<file path="src/rtl/core/ssr_pkg.sv">
// shared types and constants for the set-point soft start ramp
package ssr_pkg;

   localparam int MAX_RAMP_MS_DEF = 10000;
   localparam int RAMP_MAX_W      = 16;

   localparam int ID_W     = 8;
   localparam int TYPE_W   = 2;
   localparam int VALUE_W  = 32;
   localparam int TIME_W   = 32;
   localparam int DUR_W    = 14;
   localparam int PERIOD_W = 10;

   localparam int MAG_W  = VALUE_W + 1;
   localparam int PROD_W = MAG_W + DUR_W;
   localparam int CNT_W  = $clog2(PROD_W);

   localparam int REQ_DATA_W = ID_W + VALUE_W;
   localparam int REQ_USER_W = 1 + TYPE_W;
   localparam int RSP_DATA_W = ID_W + VALUE_W;
   localparam int RSP_USER_W = TYPE_W;

   localparam int CSR_INDEX_W = 2;
   localparam int CSR_DATA_W  = DUR_W;

   localparam logic [DUR_W-1:0]    DURATION_RESET = DUR_W'(500);
   localparam logic [PERIOD_W-1:0] PERIOD_RESET   = PERIOD_W'(20);

   localparam logic KIND_SETPOINT = 1'b0;
   localparam logic KIND_TICK     = 1'b1;

   localparam logic [CSR_INDEX_W-1:0] REG_ENABLE   = 2'd0;
   localparam logic [CSR_INDEX_W-1:0] REG_DURATION = 2'd1;
   localparam logic [CSR_INDEX_W-1:0] REG_PERIOD   = 2'd2;

   typedef enum logic [2:0] {
      ST_IDLE,
      ST_MUL,
      ST_DIV,
      ST_APPLY,
      ST_SEND
   } state_type;

endpackage

</file>
<file path="src/rtl/core/setpoint_soft_start_ramp_top.sv">
// set-point soft start ramp: tick counter, linear ramp through one shared divider
//
// channel  dir  handshake            payload
// req      in   req_tvalid/tready    tdata: ctrl_id, target_value; tuser: kind, setpoint_type
// rsp      out  rsp_tvalid/tready    tdata: command_id, command_value; tuser: command_type
// csr      in   csr_valid/ready      csr_index, csr_data
//
// a set-point item or a tick before the first one is taken in idle and leaves the block idle;
// any other tick without a ramp step goes through the send state
// a tick during a ramp goes through multiply, divide, apply and send: one multiply, then one
// restoring divide step per cycle through a single subtract and compare
// reset is synchronous; registers come back to enabled, 500 ms ramp, 20 ms period
// a waiting result holds in the output register; a tick that sends stalls until it is free
module setpoint_soft_start_ramp_top #(
   parameter int MAX_RAMP_MS = ssr_pkg::MAX_RAMP_MS_DEF
) (
   input  logic                                clock,
   input  logic                                reset,
   input  logic                                req_tvalid,
   output logic                                req_tready,
   input  logic [ssr_pkg::REQ_DATA_W-1:0]      req_tdata,   // ctrl_id, target_value
   input  logic [ssr_pkg::REQ_USER_W-1:0]      req_tuser,   // kind, setpoint_type
   output logic                                rsp_tvalid,
   input  logic                                rsp_tready,
   output logic [ssr_pkg::RSP_DATA_W-1:0]      rsp_tdata,   // command_id, command_value
   output logic [ssr_pkg::RSP_USER_W-1:0]      rsp_tuser,   // command_type
   input  logic                                csr_valid,
   output logic                                csr_ready,
   input  logic [ssr_pkg::CSR_INDEX_W-1:0]     csr_index,
   input  logic [ssr_pkg::CSR_DATA_W-1:0]      csr_data
);

   localparam int DUR_W    = ssr_pkg::DUR_W;
   localparam int MAG_W    = ssr_pkg::MAG_W;
   localparam int PROD_W   = ssr_pkg::PROD_W;
   localparam int CNT_W    = ssr_pkg::CNT_W;
   localparam int VALUE_W  = ssr_pkg::VALUE_W;
   localparam int TIME_W   = ssr_pkg::TIME_W;
   localparam logic [ssr_pkg::RAMP_MAX_W-1:0] RAMP_MAX = ssr_pkg::RAMP_MAX_W'(MAX_RAMP_MS);

   ssr_pkg::state_type state_ff, state_in;

   logic [TIME_W-1:0]              now_ff, now_in;
   logic signed [VALUE_W-1:0]      applied_ff, applied_in;
   logic signed [VALUE_W-1:0]      goal_ff, goal_in;
   logic signed [VALUE_W-1:0]      start_ff, start_in;
   logic [TIME_W-1:0]              ramp_start_ff, ramp_start_in;
   logic                           ramp_active_ff, ramp_active_in;
   logic                           has_goal_ff, has_goal_in;
   logic [ssr_pkg::TYPE_W-1:0]     active_type_ff, active_type_in;
   logic [ssr_pkg::ID_W-1:0]       active_id_ff, active_id_in;
   logic [TIME_W-1:0]              last_send_ff, last_send_in;
   logic                           enabled_ff, enabled_in;
   logic [DUR_W-1:0]               duration_ff, duration_in;
   logic [ssr_pkg::PERIOD_W-1:0]   period_ff, period_in;

   logic                           diff_neg_ff, diff_neg_in;
   logic [MAG_W-1:0]               diff_mag_ff, diff_mag_in;
   logic [DUR_W-1:0]               elapsed_ff, elapsed_in;
   logic [PROD_W-1:0]              prod_ff, prod_in;
   logic [DUR_W-1:0]               rem_ff, rem_in;
   logic [CNT_W-1:0]               cnt_ff, cnt_in;

   logic                           rsp_valid_ff, rsp_valid_in;
   logic [ssr_pkg::TYPE_W-1:0]     rsp_type_ff, rsp_type_in;
   logic [ssr_pkg::ID_W-1:0]       rsp_id_ff, rsp_id_in;
   logic [VALUE_W-1:0]             rsp_value_ff, rsp_value_in;

   logic                           req_accept;
   logic                           req_kind;
   logic [ssr_pkg::TYPE_W-1:0]     req_type;
   logic [ssr_pkg::ID_W-1:0]       req_id;
   logic signed [VALUE_W-1:0]      req_target;

   logic [TIME_W-1:0]              now_plus;
   logic [TIME_W-1:0]              elapsed_full;
   logic                           ramp_done;
   logic signed [MAG_W-1:0]        diff;
   logic [DUR_W-1:0]               dur_clamped;
   logic [DUR_W:0]                 rem_shift;
   logic [DUR_W:0]                 rem_sub;
   logic                           rem_ge;
   logic [MAG_W-1:0]               quot;
   logic [MAG_W-1:0]               step_signed;
   logic [MAG_W-1:0]               sum;
   logic                           send_due;
   logic                           out_free;

   assign req_tready = (state_ff == ssr_pkg::ST_IDLE);
   assign csr_ready  = 1'b1;
   assign req_accept = req_tvalid && req_tready;

   assign req_kind   = req_tuser[0];
   assign req_type   = req_tuser[ssr_pkg::REQ_USER_W-1:1];
   assign req_id     = req_tdata[ssr_pkg::ID_W-1:0];
   assign req_target = $signed(req_tdata[ssr_pkg::REQ_DATA_W-1:ssr_pkg::ID_W]);

   assign now_plus     = now_ff + TIME_W'(1);
   assign elapsed_full = now_plus - ramp_start_ff;
   assign ramp_done    = elapsed_full >= TIME_W'(duration_ff);
   assign diff         = {goal_ff[VALUE_W-1], goal_ff} - {start_ff[VALUE_W-1], start_ff};

   assign rem_shift = {rem_ff, prod_ff[PROD_W-1]};
   assign rem_ge    = rem_shift >= {1'b0, duration_ff};
   assign rem_sub   = rem_shift - {1'b0, duration_ff};

   assign quot        = prod_ff[MAG_W-1:0];
   assign step_signed = diff_neg_ff ? (~quot + MAG_W'(1)) : quot;
   assign sum         = {start_ff[VALUE_W-1], start_ff} + step_signed;

   assign send_due = (now_ff - last_send_ff) >= TIME_W'(period_ff);
   assign out_free = !rsp_valid_ff || rsp_tready;

   always_comb begin
      dur_clamped = csr_data[DUR_W-1:0];
      if (dur_clamped == '0) begin
         dur_clamped = DUR_W'(1);
      end
      if (ssr_pkg::RAMP_MAX_W'(dur_clamped) > RAMP_MAX) begin
         dur_clamped = RAMP_MAX[DUR_W-1:0];
      end
   end

   // next state
   always_comb begin
      state_in = state_ff;
      unique case (state_ff)
         ssr_pkg::ST_IDLE: begin
            if (req_accept && req_kind == ssr_pkg::KIND_TICK && has_goal_ff) begin
               if (ramp_active_ff && !ramp_done) begin
                  state_in = ssr_pkg::ST_MUL;
               end else begin
                  state_in = ssr_pkg::ST_SEND;
               end
            end
         end
         ssr_pkg::ST_MUL: state_in = ssr_pkg::ST_DIV;
         ssr_pkg::ST_DIV: begin
            if (cnt_ff == CNT_W'(PROD_W - 1)) begin
               state_in = ssr_pkg::ST_APPLY;
            end
         end
         ssr_pkg::ST_APPLY: state_in = ssr_pkg::ST_SEND;
         ssr_pkg::ST_SEND: begin
            if (!send_due || out_free) begin
               state_in = ssr_pkg::ST_IDLE;
            end
         end
         default: state_in = ssr_pkg::ST_IDLE;
      endcase
   end

   // datapath and outputs
   always_comb begin
      now_in         = now_ff;
      applied_in     = applied_ff;
      goal_in        = goal_ff;
      start_in       = start_ff;
      ramp_start_in  = ramp_start_ff;
      ramp_active_in = ramp_active_ff;
      has_goal_in    = has_goal_ff;
      active_type_in = active_type_ff;
      active_id_in   = active_id_ff;
      last_send_in   = last_send_ff;
      enabled_in     = enabled_ff;
      duration_in    = duration_ff;
      period_in      = period_ff;
      diff_neg_in    = diff_neg_ff;
      diff_mag_in    = diff_mag_ff;
      elapsed_in     = elapsed_ff;
      prod_in        = prod_ff;
      rem_in         = rem_ff;
      cnt_in         = cnt_ff;
      rsp_valid_in   = rsp_valid_ff && !rsp_tready;
      rsp_type_in    = rsp_type_ff;
      rsp_id_in      = rsp_id_ff;
      rsp_value_in   = rsp_value_ff;

      if (csr_valid) begin
         unique case (csr_index)
            ssr_pkg::REG_ENABLE: begin
               enabled_in = csr_data[0];
               if (!csr_data[0]) begin
                  applied_in     = goal_ff;
                  ramp_active_in = 1'b0;
               end
            end
            ssr_pkg::REG_DURATION: duration_in = dur_clamped;
            ssr_pkg::REG_PERIOD:   period_in   = csr_data[ssr_pkg::PERIOD_W-1:0];
            default: ;
         endcase
      end

      unique case (state_ff)
         ssr_pkg::ST_IDLE: begin
            if (req_accept) begin
               if (req_kind == ssr_pkg::KIND_SETPOINT) begin
                  active_id_in = req_id;
                  if (!enabled_ff || (has_goal_ff && req_type != active_type_ff)) begin
                     applied_in     = req_target;
                     goal_in        = req_target;
                     start_in       = req_target;
                     ramp_active_in = 1'b0;
                  end else begin
                     start_in       = applied_ff;
                     goal_in        = req_target;
                     ramp_start_in  = now_ff;
                     ramp_active_in = 1'b1;
                  end
                  active_type_in = req_type;
                  has_goal_in    = 1'b1;
               end else begin
                  now_in      = now_plus;
                  diff_neg_in = diff[MAG_W-1];
                  diff_mag_in = diff[MAG_W-1] ? (~diff + MAG_W'(1)) : diff;
                  elapsed_in  = elapsed_full[DUR_W-1:0];
                  if (has_goal_ff && ramp_active_ff && ramp_done) begin
                     applied_in     = goal_ff;
                     ramp_active_in = 1'b0;
                  end
               end
            end
         end
         ssr_pkg::ST_MUL: begin
            prod_in = PROD_W'(diff_mag_ff) * PROD_W'(elapsed_ff);
            rem_in  = '0;
            cnt_in  = '0;
         end
         ssr_pkg::ST_DIV: begin
            rem_in  = rem_ge ? rem_sub[DUR_W-1:0] : rem_shift[DUR_W-1:0];
            prod_in = {prod_ff[PROD_W-2:0], rem_ge};
            cnt_in  = cnt_ff + CNT_W'(1);
         end
         ssr_pkg::ST_APPLY: applied_in = sum[VALUE_W-1:0];
         ssr_pkg::ST_SEND: begin
            if (send_due && out_free) begin
               last_send_in = now_ff;
               rsp_valid_in = 1'b1;
               rsp_type_in  = active_type_ff;
               rsp_id_in    = active_id_ff;
               rsp_value_in = applied_ff;
            end
         end
         default: ;
      endcase
   end

   always_ff @(posedge clock) begin
      if (reset) begin
         state_ff       <= ssr_pkg::ST_IDLE;
         now_ff         <= '0;
         applied_ff     <= '0;
         goal_ff        <= '0;
         start_ff       <= '0;
         ramp_start_ff  <= '0;
         ramp_active_ff <= 1'b0;
         has_goal_ff    <= 1'b0;
         active_type_ff <= '0;
         active_id_ff   <= '0;
         last_send_ff   <= '0;
         enabled_ff     <= 1'b1;
         duration_ff    <= ssr_pkg::DURATION_RESET;
         period_ff      <= ssr_pkg::PERIOD_RESET;
         cnt_ff         <= '0;
         rsp_valid_ff   <= 1'b0;
      end else begin
         state_ff       <= state_in;
         now_ff         <= now_in;
         applied_ff     <= applied_in;
         goal_ff        <= goal_in;
         start_ff       <= start_in;
         ramp_start_ff  <= ramp_start_in;
         ramp_active_ff <= ramp_active_in;
         has_goal_ff    <= has_goal_in;
         active_type_ff <= active_type_in;
         active_id_ff   <= active_id_in;
         last_send_ff   <= last_send_in;
         enabled_ff     <= enabled_in;
         duration_ff    <= duration_in;
         period_ff      <= period_in;
         cnt_ff         <= cnt_in;
         rsp_valid_ff   <= rsp_valid_in;
      end
   end

   always_ff @(posedge clock) begin
      diff_neg_ff  <= diff_neg_in;
      diff_mag_ff  <= diff_mag_in;
      elapsed_ff   <= elapsed_in;
      prod_ff      <= prod_in;
      rem_ff       <= rem_in;
      rsp_type_ff  <= rsp_type_in;
      rsp_id_ff    <= rsp_id_in;
      rsp_value_ff <= rsp_value_in;
   end

   assign rsp_tvalid = rsp_valid_ff;
   assign rsp_tdata  = {rsp_value_ff, rsp_id_ff};
   assign rsp_tuser  = rsp_type_ff;

endmodule

</file>
<file path="config.mk">
export PLATFORM = sky130hd
export DESIGN_NAME = setpoint_soft_start_ramp_top
export DESIGN_NICKNAME = d
export VERILOG_FILES = /design/src/rtl/core/ssr_pkg.sv /design/src/rtl/core/setpoint_soft_start_ramp_top.sv
export SDC_FILE = /design/constraint.sdc
export NUM_CORES = 2
export LEC_CHECK = 0
export BUFFER_PORTS_ARGS = -buffer_cell sky130_fd_sc_hd__buf_2
export CORE_ASPECT_RATIO = 1.5
export CORE_MARGIN = 5
export CORE_UTILIZATION = 35
export CTS_CLUSTER_DIAMETER = 120
export DETAILED_ROUTE_END_ITERATION = 10
export GPL_TIMING_DRIVEN = 0
export PLACE_DENSITY = 0.53
export RECOVER_POWER = 100
export SYNTH_ARGS = -nofsm -noshare
export SYNTH_HDL_FRONTEND = slang
export SYNTH_SLANG_ARGS = --single-unit
export TNS_END_PERCENT = 1
</file>
<file path="constraint.sdc">
create_clock -name clock -period 9.31 [get_ports clock]
set_input_delay 0.4655 -clock clock [delete_from_list [all_inputs] [get_ports clock]]
set_output_delay 0.4655 -clock clock [all_outputs]
set_load 0.03 [all_outputs]
</file>
==> flow_metrics.py <==
metrics = {
    "clocking": {
        "cts_tree": "yes",
        "cts_resized": 0,
        "clk_path_buf_depth": 3,
        "clk_latency_ps": 600,
        "holdBufCountCts": 0,
        "clk_pin_slew_ps": 70,
        "post_cts_buffers": 0,
        "cts_buffers": 38,
        "htreeDepth": 2,
        "cts-root-buf": "clkbuf_16",
        "cts_sinks": 390,
    },
    "detailed_routing": {
        "first_iter_violations": 2356,
        "drcViolationCount": 0,
        "vias_per_cell": 5.36,
        "wire_per_inst_um": 22.5,
        "ant_nets": 0,
        "routed_wl_um": 149000,
        "dr.pass1.iters": 5,
        "vias": 35500,
    },
    "placed_design": {
        "portBuffers": 105,
        "finalWeightedCongestion": 0.962,
        "dpl_worst_slack_ps": 493,
        "place_hpwl_um": 122000,
        "dp.cells": 6561,
    },
    "sta": {
        "min_period_ps": 9070,
        "hold_viol_final": 0,
        "rsz0062_at_grt": "false",
        "fin_ws_ps": 243,
        "setup_tns_ps": 0,
        "fmax_ghz": 0.110,
        "drv_slew": 186,
        "slew-limit-headroom_pct": -143,
        "setup_viol": 0,
        "period_share_pct": 97.4,
        "tightestPinTransition_ps": 3650,
        "fin_worst_skew_ps": 45.1,
    },
    "worst_setup_path": {
        "crit_type": "flip-flop to flip-flop",
        "crit_buf_inv": 3,
        "start_kind": "flip-flop",
        "rr_startpoint": "now_ff[0]$_SDFFE_PP0P_",
        "regToRegSetupSlack_ps": 240,
        "cp.arrival_ps": 9350,
        "critPathTopFamily": "simple AND/OR/NAND/NOR gates",
        "r2r-end": "applied_ff[7]$_SDFF_PP0_",
        "cp_cell_sequence": "ha_1 -> nand3_1 -> or4_1 -> nor3_1 -> and3_1 -> clkbuf_1 -> nand2_1 -> nor3_1 -> nand3_1 -> xnor2_1 -> ha_1 -> nand3_2 -> or3_1 -> o211a_1 -> o21ai_0 -> o311ai_0 -> mux2_4 -> nor4_1 -> nand4_1 -> or2_0 -> buf_6 -> buf_6 -> nand2_1 -> a311oi_1",
        "crit_path_max_fanout": 10,
        "critical_path.max_stage_delay_ps": 750,
        "ff2ff_path_depth": 24,
        "worstSetupEndpointType": "flip-flop",
        "cp.required_ps": 9590,
        "slowest_stage": "dfxtp_1",
    },
    "outcome": {
        "violations": "capacitance limit, slew limit",
        "status": "finished with violations",
    },
    "final_layout": {
        "area_growth_pct": 8.73,
        "antenna_cells": 0,
        "top_register": "prod_ff",
        "regArea_um2": 9320,
        "drive_gt1_share_pct": 3.69,
        "largest_reg_flops": 47,
        "fillers": 12400,
        "reg.largest.list": "prod_ff: 47 flops, diff_mag_ff: 33 flops",
        "multi_input_area_um2": 28600,
        "final_nets": 5758,
        "instances_no_fill": 6629,
    },
    "yosys": {
        "synth_area_per_cell_um2": 8.41,
        "ys_types": 96,
        "syn-instance-count": 4896,
        "yosysTopAreaCellShare_pct": 18.2,
        "async_reset_ff_share_pct": 0,
        "yosys_register_bits": 390,
        "synthTopCellsByArea": "fa_1 (18%), dfxtp_1 (12%), edfxtp_1 (11%)",
        "synth-warning-count": 0,
        "yosysTopAreaCell": "fa_1",
        "synth_most_common_cell": "nand2_1",
        "synth_ff_type": "dfxtp_1",
        "ys_seq_area_share_pct": 22.6,
        "syn_nets": 5613,
        "synth_commonest_cells": "nand2_1 (669), inv_1 (598), fa_1 (374)",
        "synth_area_um2": 41200,
        "synth_edf_count": 151,
    },
    "hold_path": {
        "hold_start": "req_tdata[3]",
        "worstHoldPathType": "input port to flip-flop",
        "hold_depth": 3,
        "whs_endpoint": "active_id_ff[3]$_SDFFE_PP0P_",
    },
    "grt": {
        "grt_pass1_wl_um": 226000,
        "grt.overflow.total": 0,
        "antenna_found_initial": 1,
        "grt_pass1_vias": 36800,
        "track_usage_pct": 23.3,
        "grt_max_degree": 66,
    },
    "floorplanning": {
        "start_util_pct": 35.1,
        "rows": 154,
        "io_pins": 109,
        "die_y_um": 430,
        "die_area_um2": 125000,
        "fp.dieW_um": 290,
        "core_um2": 117000,
    },
    "job": {
        "maxCapViolCount": 4,
    },
}
[routing by layer]
metal	vias to the layer above	routed length, µm	GRT usage [%]
met4	0	10100	13.0
met5	-	0	0
met2	1087	76400	43.4
met1	17300	56300	26.0
li1	16700	-	-
met3	388	6280	1.96
[layout by cell type, fill, tap and decap left out, types with 16 or more instances in the layout]
master,synthesis,routed
nand2_1,669,669
inv_1,598,597
fa_1,374,374
a21oi_1,336,336
nor2_1,298,298
ha_1,279,279
clkbuf_1,210,274
dfxtp_1,239,239
and2_1,220,215
o21ai_0,174,176
edfxtp_1,151,151
xnor2_1,150,150
nand2b_1,100,100
xor2_1,92,92
mux2i_1,88,88
a21o_1,80,80
nand3_1,76,76
buf_2,12,73
nor3_1,61,62
a311oi_1,44,44
clkbuf_16,0,38
a211oi_1,36,36
a31oi_1,35,35
or3_1,35,35
o21a_1,33,33
o31ai_1,32,32
o21bai_1,32,32
nor4_1,29,31
nand4_1,29,30
nor2b_1,29,29
and3_1,28,28
nor3b_1,27,27
o211ai_1,21,22
o2111ai_1,16,16
[final cells by class]
cell class,count,area share (%)
Buffer,248,2.19
Clock buffer,48,2.28
Clock inverter,20,0.473
Inverter,598,5.02
Multi-Input combinational cell,3660,63.8
Sequential cell,390,20.8
Tap cell,1560,4.36
Timing Repair Buffer,105,1.05
[worst max-delay path by stage]
stage                             startpoint                        to  cells after the start
floorplan            elapsed_ff[4]$_DFFE_PP_     prod_ff[39]$_DFFE_PP_                     24
global placement    elapsed_ff[11]$_DFFE_PP_     prod_ff[43]$_DFFE_PP_                     22
detailed placement  elapsed_ff[11]$_DFFE_PP_     prod_ff[43]$_DFFE_PP_                     22
CTS                 elapsed_ff[11]$_DFFE_PP_     prod_ff[43]$_DFFE_PP_                     22
global route          now_ff[0]$_SDFFE_PP0P_  applied_ff[7]$_SDFF_PP0_                     24
finish                now_ff[0]$_SDFFE_PP0P_  applied_ff[7]$_SDFF_PP0_                     24
[cell families (layout without fill, tap and decap cells)]
logic type	Yosys count	in the layout	share of synthesized area, %
buf+inv	846	1019	7.86
flops	390	390	22.6
fa+ha+maj	653	653	26.7
other cells	1	1	0.00911
mux	98	98	2.44
xor+xnor	242	242	5.15
simple gates	1660	1660	19.3
compound gates	1006	1006	15.9
[worst register-to-register path: stages (launching register included)]
cell	delay, ps
dfxtp_1	750
ha_1	350
nand3_1	300
or4_1	700
nor3_1	600
and3_1	240
clkbuf_1	340
nand2_1	250
nor3_1	620
nand3_1	260
xnor2_1	200
ha_1	440
nand3_2	170
or3_1	430
o211a_1	220
o21ai_0	120
o311ai_0	190
mux2_4	300
nor4_1	280
nand4_1	580
or2_0	450
buf_6	160
buf_6	160
nand2_1	440
a311oi_1	200
[stage by stage]
| stage | util (%) | hold WS, ps | instance area (µm²) |
|---|---|---|---|
| finish | 38.2 | 107 | 44700 |
| global route | 38.2 | 117 | 44700 |
| CTS | 38.3 | 81.8 | 44900 |
| detailed placement | 37.2 | 416 | 43600 |
| global placement | 37.2 | 410 | 43600 |
| floorplan | - | 408 | 41200 |
Power is not shown: default switching activity piles up to over one toggle a cycle in this logic, so the estimate is an artifact.
